**src/design/pdq_pkg.sv**
```systemverilog
`timescale 1ns / 1ps

package pdq_pkg;

   localparam int MAX_WIDTH   = 1024;
   localparam int MAX_PALETTE = 64;
   localparam int COL_W       = $clog2(MAX_WIDTH);
   localparam int IDX_W       = $clog2(MAX_PALETTE);
   localparam int RAM_DEPTH   = 2 * MAX_WIDTH;
   localparam int RAM_AW      = $clog2(RAM_DEPTH);
   localparam int LW_W        = 11;
   localparam int CSR_DW      = 11;
   localparam int CSR_IW      = 2;

   // one delta entry per column, one field group per channel: down-right, down, down-left
   localparam int DR_W    = 5;
   localparam int DN_W    = 8;
   localparam int DL_W    = 7;
   localparam int CH_W    = DR_W + DN_W + DL_W;
   localparam int ENTRY_W = 3 * CH_W;

   localparam int DIST_W = 18;

   localparam logic [CSR_IW-1:0] CSR_DITHER = 2'd0;
   localparam logic [CSR_IW-1:0] CSR_PRESET = 2'd1;
   localparam logic [CSR_IW-1:0] CSR_WIDTH  = 2'd2;

   localparam logic [LW_W-1:0] LW_RESET = 11'd1024;

   localparam logic [2:0] PRESET_NES  = 3'd0;
   localparam logic [2:0] PRESET_GB   = 3'd1;
   localparam logic [2:0] PRESET_GBP  = 3'd2;
   localparam logic [2:0] PRESET_PICO = 3'd3;
   localparam logic [2:0] PRESET_CGA  = 3'd4;
   localparam logic [2:0] PRESET_EGA  = 3'd5;
   localparam logic [2:0] PRESET_C64  = 3'd6;

   localparam int NES_LEN = 56;

   typedef enum logic [2:0] {
      S_IDLE,
      S_READ,
      S_ADJUST,
      S_SEARCH,
      S_DRAIN,
      S_ERROR,
      S_WR_LEFT,
      S_WR_HERE
   } pdq_state_type;

   typedef struct packed {
      logic load;
      logic rd_above;
      logic adjust;
      logic rd_left;
      logic search_step;
      logic error_calc;
      logic wr_left;
      logic wr_here;
      logic commit;
   } pdq_cmd_type;

   typedef struct packed {
      logic idx_last;
      logic out_room;
   } pdq_status_type;

   // colors packed as {red, green, blue}
   localparam logic [23:0] PAL_NES [0:55] = '{
      24'h7C7C7C, 24'h0000FC, 24'h0000BC, 24'h4428BC, 24'h940084, 24'hA80020, 24'hA81000,
      24'h881400, 24'h503000, 24'h007800, 24'h006800, 24'h005800, 24'h004058, 24'h000000,
      24'h000000, 24'hBCBCBC, 24'h0078F8, 24'h0058F8, 24'h6844FC, 24'hD800CC, 24'hE40058,
      24'hF83800, 24'hE45C10, 24'hAC7C00, 24'h00B800, 24'h00A800, 24'h00A844, 24'h008888,
      24'hF8F8F8, 24'h3CBCFC, 24'h6888FC, 24'h9878F8, 24'hF878F8, 24'hF85898, 24'hF87858,
      24'hFCA044, 24'hF8B800, 24'hB8F818, 24'h58D854, 24'h58F898, 24'h00E8D8, 24'h787878,
      24'hFCFCFC, 24'hA4E4FC, 24'hB8B8F8, 24'hD8B8F8, 24'hF8B8F8, 24'hF8A4C0, 24'hF0D0B0,
      24'hFCE0A8, 24'hF8D878, 24'hD8F878, 24'hB8F8B8, 24'hB8F8D8, 24'h00FCFC, 24'hF8D8F8
   };
   localparam logic [23:0] PAL_GB [0:3] = '{24'h0F380F, 24'h306230, 24'h8BAC0F, 24'h9BBC0F};
   localparam logic [23:0] PAL_GBP [0:3] = '{24'h0F0F0F, 24'h4F4F4F, 24'hA3A3A3, 24'hFFFFFF};
   localparam logic [23:0] PAL_PICO [0:15] = '{
      24'h000000, 24'h1D2B53, 24'h7E2553, 24'h008751, 24'hAB5236, 24'h5F574F, 24'hC2C3C7,
      24'hFFF1E8, 24'hFF004D, 24'hFFA300, 24'hFFEC27, 24'h00E436, 24'h29ADFF, 24'h83769C,
      24'hFF77A8, 24'hFFCCAA
   };
   localparam logic [23:0] PAL_CGA [0:3] = '{24'h000000, 24'h55FFFF, 24'hFF55FF, 24'hFFFFFF};
   localparam logic [23:0] PAL_EGA [0:15] = '{
      24'h000000, 24'h0000AA, 24'h00AA00, 24'h00AAAA, 24'hAA0000, 24'hAA00AA, 24'hAA5500,
      24'hAAAAAA, 24'h555555, 24'h5555FF, 24'h55FF55, 24'h55FFFF, 24'hFF5555, 24'hFF55FF,
      24'hFFFF55, 24'hFFFFFF
   };
   localparam logic [23:0] PAL_C64 [0:15] = '{
      24'h000000, 24'hFFFFFF, 24'h880000, 24'hAAFFEE, 24'hCC44CC, 24'h00CC55, 24'h0000AA,
      24'hEEEE77, 24'hDD8855, 24'h664400, 24'hFF7777, 24'h333333, 24'h777777, 24'hAAFF66,
      24'h0088FF, 24'hBBBBBB
   };

   // unused preset code falls back to nes
   function automatic logic [23:0] pal_entry(input logic [2:0] preset,
                                             input logic [IDX_W-1:0] idx);
      logic [23:0] c;
      c = '0;
      case (preset)
         PRESET_GB:   c = PAL_GB[idx[1:0]];
         PRESET_GBP:  c = PAL_GBP[idx[1:0]];
         PRESET_PICO: c = PAL_PICO[idx[3:0]];
         PRESET_CGA:  c = PAL_CGA[idx[1:0]];
         PRESET_EGA:  c = PAL_EGA[idx[3:0]];
         PRESET_C64:  c = PAL_C64[idx[3:0]];
         default: begin
            if (idx < NES_LEN) c = PAL_NES[idx];
         end
      endcase
      return c;
   endfunction

   function automatic logic [IDX_W:0] pal_len(input logic [2:0] preset);
      logic [IDX_W:0] n;
      case (preset) inside
         PRESET_GB, PRESET_GBP, PRESET_CGA:  n = (IDX_W+1)'(4);
         PRESET_PICO, PRESET_EGA, PRESET_C64: n = (IDX_W+1)'(16);
         default:                             n = (IDX_W+1)'(NES_LEN);
      endcase
      return n;
   endfunction

endpackage

```
**src/design/pdq_ctrl.sv**
```systemverilog
`timescale 1ns / 1ps

module pdq_ctrl (
   input  logic                    clock,
   input  logic                    reset,
   input  logic                    req_valid,
   output logic                    req_ready,
   input  pdq_pkg::pdq_status_type status,
   output pdq_pkg::pdq_cmd_type    cmd
);

   pdq_pkg::pdq_state_type state_ff, state_in;

   always_comb begin
      state_in = state_ff;
      unique case (state_ff)
         pdq_pkg::S_IDLE:    if (req_valid) state_in = pdq_pkg::S_READ;
         pdq_pkg::S_READ:    state_in = pdq_pkg::S_ADJUST;
         pdq_pkg::S_ADJUST:  state_in = pdq_pkg::S_SEARCH;
         pdq_pkg::S_SEARCH:  if (status.idx_last) state_in = pdq_pkg::S_DRAIN;
         pdq_pkg::S_DRAIN:   state_in = pdq_pkg::S_ERROR;
         pdq_pkg::S_ERROR:   state_in = pdq_pkg::S_WR_LEFT;
         pdq_pkg::S_WR_LEFT: state_in = pdq_pkg::S_WR_HERE;
         pdq_pkg::S_WR_HERE: if (status.out_room) state_in = pdq_pkg::S_IDLE;
         default:            state_in = pdq_pkg::S_IDLE;
      endcase
   end

   always_comb begin
      cmd       = '0;
      req_ready = 1'b0;
      unique case (state_ff)
         pdq_pkg::S_IDLE: begin
            req_ready = 1'b1;
            cmd.load  = req_valid;
         end
         pdq_pkg::S_READ:    cmd.rd_above = 1'b1;
         pdq_pkg::S_ADJUST: begin
            cmd.adjust  = 1'b1;
            cmd.rd_left = 1'b1;
         end
         pdq_pkg::S_SEARCH:  cmd.search_step = 1'b1;
         pdq_pkg::S_DRAIN:   ;
         pdq_pkg::S_ERROR:   cmd.error_calc = 1'b1;
         pdq_pkg::S_WR_LEFT: cmd.wr_left = 1'b1;
         pdq_pkg::S_WR_HERE: begin
            cmd.wr_here = 1'b1;
            cmd.commit  = status.out_room;
         end
         default: ;
      endcase
   end

   always_ff @(posedge clock) begin
      if (reset) state_ff <= pdq_pkg::S_IDLE;
      else       state_ff <= state_in;
   end

endmodule

```
**config.mk**
```make
export PLATFORM = sky130hd
export DESIGN_NAME = pdq_ctrl
export DESIGN_NICKNAME = d
export VERILOG_FILES = /design/src/design/pdq_pkg.sv /design/src/design/pdq_ctrl.sv
export SDC_FILE = /design/constraint.sdc
export NUM_CORES = 1
export LEC_CHECK = 0
export BUFFER_PORTS_ARGS = -buffer_cell sky130_fd_sc_hd__buf_4
export CORE_AREA = 2 2 39 41
export DETAILED_ROUTE_END_ITERATION = 12
export DIE_AREA = 0 0 41 43
export GPL_TIMING_DRIVEN = 1
export SLEW_MARGIN = 15
export SYNTH_ARGS = -nofsm -noshare
export SYNTH_HDL_FRONTEND = slang
export SYNTH_SLANG_ARGS = --single-unit
```
**constraint.sdc**
```tcl
create_clock -name clock -period 3.3 [get_ports clock]
set_input_delay 0.33 -clock clock [delete_from_list [all_inputs] [get_ports clock]]
set_output_delay 0.33 -clock clock [all_outputs]
set_load 0.02 [all_outputs]
```
==> results of run 1 <==
[per-layer routing]
metal | track usage (%) | wire length (microns) | up-vias
met1 | 8.31 | 233 | 96
met5 | 0 | 0 | -
met4 | 8.00 | 6 | 0
met2 | 7.81 | 234 | 9
met3 | 6.28 | 47 | 2
li1 | - | - | 119
[cell usage in the layout, fill, tap and decap left out]
cell type | Yosys | routed
nor2b_1 | 1 | 1
nand2_1 | 1 | 1
and2_1 | 2 | 2
and3_1 | 1 | 1
clkbuf_1 | 0 | 1
o21bai_1 | 1 | 1
a31oi_1 | 2 | 2
buf_4 | 1 | 14
and4_1 | 1 | 1
nor3_1 | 3 | 3
clkbuf_4 | 0 | 3
mux2_4 | 1 | 1
and3b_1 | 1 | 1
nor2_1 | 1 | 1
nor3b_1 | 2 | 2
dfxtp_1 | 3 | 3
a2111oi_2 | 1 | 1
[cells by family (layout without fill, tap and decap cells)]
group	Yosys count	count (layout)	synth area share (%)
and+or+nand+nor	13	13	37.6
AOI/OAI and AO/OA	4	4	16.5
buffers and inverters	4	18	10.6
DFF	3	3	28.2
muxes	1	1	7.06
[power groups by stage]
stage	Clock [mW]	Sequential, mW	Combinational (mW)
after floorplan	0	0.0413	0.0319
after global placement	0	0.0478	0.0407
after detailed placement	0	0.0476	0.0410
after CTS	0.0704	0.0471	0.0411
after global routing	0.0728	0.0482	0.0437
final	0.0664	0.0472	0.0404
[metrics by stage]
| step | total power, mW | cells | hold slack (ns) | util, % |
|---|---|---|---|---|
| 2_1_floorplan | 0.0731 | 25 | 0.406 | - |
| 3_3_place_gp | 0.0886 | 51 | 0.525 | 22.8 |
| 3_5_place_dp | 0.0886 | 51 | 0.523 | 22.8 |
| 4_1_cts | 0.159 | 55 | 0.272 | 24.7 |
| 5_1_grt | 0.165 | 55 | 0.286 | 24.7 |
| 6_report | 0.154 | 55 | 0.281 | 24.7 |
[final timing paths]
| check | start | end | slack, ns | cells past startpoint |
|---|---|---|---|---|
| setup / recovery | state_ff[0] | cmd[3] | 1.69 | 3 |
| hold / removal | reset | state_ff[0] | 0.28 | 2 |
| hold reg to reg | state_ff[1] | state_ff[1] | 0.59 | 1 |
| setup reg to reg | state_ff[2] | state_ff[0] | 2.01 | 2 |
[worst register-to-register path, stage by stage (launching register included)]
cell and delay, ns:
dfxtp_1 0.50, mux2_4 0.35, a2111oi_2 0.34
[area by class of cell]
| class | instances | area share [%] |
|---|---|---|
| well taps | 16 | 5.86 |
| repair buffers | 14 | 30.8 |
| multi-input cells | 18 | 38.1 |
| flip-flops and latches | 3 | 17.6 |
| clock buffers | 4 | 7.69 |
==> results.sh, run 1 <==
export IMPL_status="complete, no violations"
export IMPL_yosysTopAreaCell="dfxtp_1"
export IMPL_slowest_delay_ns=0.52
export IMPL_fmax_ghz=0.622
export IMPL_n_antenna_cell=0
export IMPL_switchingPower_uw=48.5
export IMPL_floorplan_rows=14
export IMPL_p_per_area_nw_per_um2=451
export IMPL_finalSetupViolCount=0
export IMPL_dieHeight_microns=43
export IMPL_cts_buffer_depth=2
export IMPL_placed_cell_area_sq_um=315
export IMPL_hp_class="primary input to flip-flop"
export IMPL_cts_sinks=3
export IMPL_clkTransAtPathRegs_ns=0.04
export IMPL_synth_area_top_cells="dfxtp_1 28%, buf_2 7.1%, nor3_1 7.1%, a2111oi_2 7.1%, mux2_4 7.1%"
export IMPL_cts_resized=0
export IMPL_cpLargestDelayFamily="flip-flops"
export IMPL_crit_type="flip-flop to output port"
export IMPL_period_needed_ns=1.61
export IMPL_coreArea_sq_um=1380
export IMPL_period_share_pct=48.7
export IMPL_postLayoutCellArea_sq_um=342
export IMPL_first_pass_iters=4
export IMPL_rsz0062_at_grt="false"
export IMPL_synth_edff_count=0
export IMPL_clk_latency_ns=0.24
export IMPL_drive_gt1_share_pct=48.7
export IMPL_synth_top_area_share_pct=28.2
export IMPL_swShare_pct=31.5
export IMPL_postSynth_asyncResetShare_pct=0
export IMPL_area_delta_synth_final_pct=60.6
export IMPL_seq_area_frac_synth_pct=28.2
export IMPL_grt_usage_pct=7.52
export IMPL_place_ws_ns=1.94
export IMPL_drt_wl_total_microns=523
export IMPL_p_int_uw=106
export IMPL_cts_tree="yes"
export IMPL_die_x_microns=41
export IMPL_critical_path_endpoint_type="output port"
export IMPL_peakVddDrop_v=0.000118
export IMPL_seq_area_sq_um=60.1
export IMPL_skew_ns=0.00346
export IMPL_cts_made_buffers=3
export IMPL_synthFlopType="dfxtp_1"
export IMPL_crit_path_top_delay_cell="dfxtp_1"
export IMPL_fin_tns_setup_ns=0
export IMPL_finalWorstSetupSlack_ns=1.69
export IMPL_p_leak_nw=0.165
export IMPL_hold_viol=0
export IMPL_syn_num_nets=30
export IMPL_vias=226
export IMPL_crit_buf_inv=1
export IMPL_synth_common_cells="3 x buf_2, 3 x dfxtp_1, 3 x nor3_1"
export IMPL_top_regs="state_ff (3)"
export IMPL_cap_viol_max_count=0
export IMPL_grt_antenna_before_repair=0
export IMPL_cts_setup_buffers=0
export IMPL_largest_reg_flops=3
export IMPL_viasPerCell=4.11
export IMPL_synth_avg_cell_area_sq_um=8.51
export IMPL_num_fill_cells=150
export IMPL_synth_seq_cells=3
export IMPL_netlist_instances=25
export IMPL_multiInputGateArea_sq_um=130
export IMPL_grt_ovfl_total=0
export IMPL_wire_per_inst_microns=9.51
export IMPL_htree_levels=1
export IMPL_hold_buffers=0
export IMPL_start_util_pct=15.4
export IMPL_yosys_warnings=0
export IMPL_pwr_share_comb_pct=26.2
export IMPL_worstPathArrival_ns=1.28
export IMPL_grt_pass1_vias=188
export IMPL_synthesis_area_sq_um=213
export IMPL_io_pin_count=15
export IMPL_drcViolationCount=0
export IMPL_antenna_left=0
export IMPL_start_kind="flip-flop"
export IMPL_gp_congestion=0.719
export IMPL_clkPwrFrac_pct=43.1
export IMPL_drv_slew=0
export IMPL_die_area_sq_um=1760
export IMPL_fin_nets=45
export IMPL_dp_hpwl_microns=377
export IMPL_netlist_cell_type_count=16
export IMPL_cts_root_buf="clkbuf_4"
export IMPL_grt_start_max_net_pins=13
export IMPL_slew_headroom_pct=76.7
export IMPL_seq_power_share_pct=30.7
export IMPL_grt_first_pass_wirelength_microns=786
export IMPL_crit_path_cell_trace="nor2b_1, and2_1, buf_4"
export IMPL_worst_slew_pin_slew_ns=0.349
export IMPL_largest_register="state_ff"
export IMPL_drt_iter0_drc=3
export IMPL_crit_required_ns=2.97
export IMPL_port_buffers=14
export IMPL_path_max_fanout=12
No activity file was read; power rests on OpenSTA's default activity.
==> run 2, diff against run 1 <==
- clock period: 3.3 -> 1.5 ns (I/O delays scaled with it)
==> run 2 against run 1 <==
Net effect:
- clock power is 120% higher
- via count up 9.3%
- clock skew is 0.0015 ns lower
- register-to-register slack worse by 1.6 ns
- critical path type unchanged
- critical path depth stayed put
- core utilization increased by 0.99 points
- routed wire length is 7.1% higher
==> results.sh, run 2 (synthesis results as in run 1) <==
export IMPL_cts_tree="yes"
export IMPL_p_leak_nw=0.174
export IMPL_fin_cells=56
export IMPL_io_pin_count=15
export IMPL_ff2ff_path_depth=2
export IMPL_worst_slew_pin_slew_ns=0.332
export IMPL_viasPerCell=4.41
export IMPL_start_util_pct=15.4
export IMPL_start_kind="flip-flop"
export IMPL_drt_iter0_drc=2
export IMPL_largest_reg_flops=3
export IMPL_r2r_slack_ns=0.41
export IMPL_cts_root_buf="clkbuf_4"
export IMPL_dieHeight_microns=43
export IMPL_clkTransAtPathRegs_ns=0.04
export IMPL_grt_pass1_vias=214
export IMPL_drcViolationCount=0
export IMPL_timing_rr_end="state_ff[0]"
export IMPL_worstHoldPathCells=2
export IMPL_hp_class="primary input to flip-flop"
export IMPL_design_power_total_uw=344
export IMPL_n_antenna_cell=0
export IMPL_port_buffers=14
export IMPL_grt_first_pass_wirelength_microns=910
export IMPL_crit_type="flip-flop to output port"
export IMPL_hold_start="reset"
export IMPL_coreArea_sq_um=1380
export IMPL_critical_path_endpoint_type="output port"
export IMPL_rsz0062_at_grt="false"
export IMPL_r2r_start="state_ff[2]"
export IMPL_htree_levels=1
export IMPL_dp_hpwl_microns=383
export IMPL_die_x_microns=41
export IMPL_grt_ovfl_total=0
export IMPL_wire_per_inst_microns=10.0
export IMPL_fin_nets=46
export IMPL_drive_gt1_share_pct=55.0
export IMPL_crit_required_ns=1.35
export IMPL_slew_headroom_pct=77.9
export IMPL_period_share_pct=89.0
export IMPL_whs_endpoint="state_ff[0]"
export IMPL_grt_usage_pct=8.53
export IMPL_gp_congestion=0.736
export IMPL_status="complete, no violations"
export IMPL_path_max_fanout=12
export IMPL_final_common_cell="buf_4"
export IMPL_cap_viol_max_count=0
export IMPL_first_pass_iters=2
export IMPL_antenna_left=0
export IMPL_fin_tns_setup_ns=0
export IMPL_cts_made_buffers=3
export IMPL_grt_start_max_net_pins=13
export IMPL_hold_viol=0
export IMPL_vias=247
export IMPL_drv_slew=0
export IMPL_dp_cells=52
export IMPL_floorplan_rows=14
export IMPL_clk_latency_ns=0.24
export IMPL_p_per_area_nw_per_um2=968
export IMPL_skew_ns=0.00197
export IMPL_layout_common_cells="15 x buf_4, 3 x nor3_1, 3 x clkbuf_4"
export IMPL_crit_path_cell_trace="nor2b_1, and2_1, buf_4"
export IMPL_cts_buffer_depth=2
export IMPL_worstPathArrival_ns=1.19
export IMPL_area_delta_synth_final_pct=67.1
export IMPL_die_area_sq_um=1760
export IMPL_finalSetupViolCount=0
export IMPL_drt_wl_total_microns=560
export IMPL_slowest_delay_ns=0.51
export IMPL_top_regs="state_ff (3)"
export IMPL_period_needed_ns=1.34
export IMPL_cts_sinks=3
export IMPL_num_fill_cells=161
export IMPL_grt_antenna_before_repair=0
export IMPL_peakVddDrop_v=0.000474
export IMPL_fmax_ghz=0.749
export IMPL_largest_register="state_ff"
export IMPL_crit_path_top_delay_cell="dfxtp_1"
-- run 2: repair_timing --
item / 4_1_cts / 5_1_grt
hold buffers: 0 / 0
setup endpoints to repair: 0 / 3
setup buffers: 0 / 0
resized for setup: 0 / 2
-- run 2: report_power, final --
| part | switching, mW | internal (mW) |
|---|---|---|
| registers | 0.0165 | 0.0874 |
| logic | 0.0451 | 0.0473 |
| clock network | 0.0476 | 0.100 |
-- run 2: worst max-delay path, delay by kind of cell (launching register included) --
family	cells	cell delay (ns)
and+or+nand+nor	2	0.29
buffers and inverters	1	0.15
DFF	1	0.51
-- run 2: layer usage --
layer | vias up | GRT usage [%] | routed length (microns) | share of wire [%]
li1 | 123 | - | - | -
met1 | 112 | 9.62 | 240 | 43
met2 | 12 | 9.69 | 248 | 44
met3 | 0 | 9.42 | 72 | 13
met4 | 0 | 4.00 | 0 | 0
met5 | - | 0 | 0 | 0
-- run 2: per-stage QoR --
step                area, sq um  hold WS [ns]  worst slack (ns)  util, %
global route                355        0.0961            0.0713     25.7
floorplan                   213         0.226           0.00224        -
detailed placement          323         0.350             0.316     23.3
CTS                         349        0.0943            0.0491     25.2
finish                      355        0.0950             0.164     25.7
global placement            323         0.344             0.319     23.3
-- run 2: how the worst max path moves through the flow --
stage | from | end | slack, ns | depth (start not counted)
after global routing | state_ff[1] | cmd[6] | 0.07 | 2
after floorplan | state_ff[1] | cmd[6] | 0.002 | 3
after global placement | state_ff[0] | cmd[3] | 0.32 | 3
after CTS | state_ff[0] | cmd[3] | 0.05 | 3
final | state_ff[1] | cmd[3] | 0.16 | 3
after detailed placement | state_ff[0] | cmd[3] | 0.32 | 3
-- run 2: area by class of cell --
type	instances	area, sq um	area share (%)
Multi-Input combinational cell	18	135	38.0
Clock buffer	4	26.3	7.39
Sequential cell	3	61.3	17.3
Timing Repair Buffer	15	113	31.7
Tap cell	16	20.0	5.63
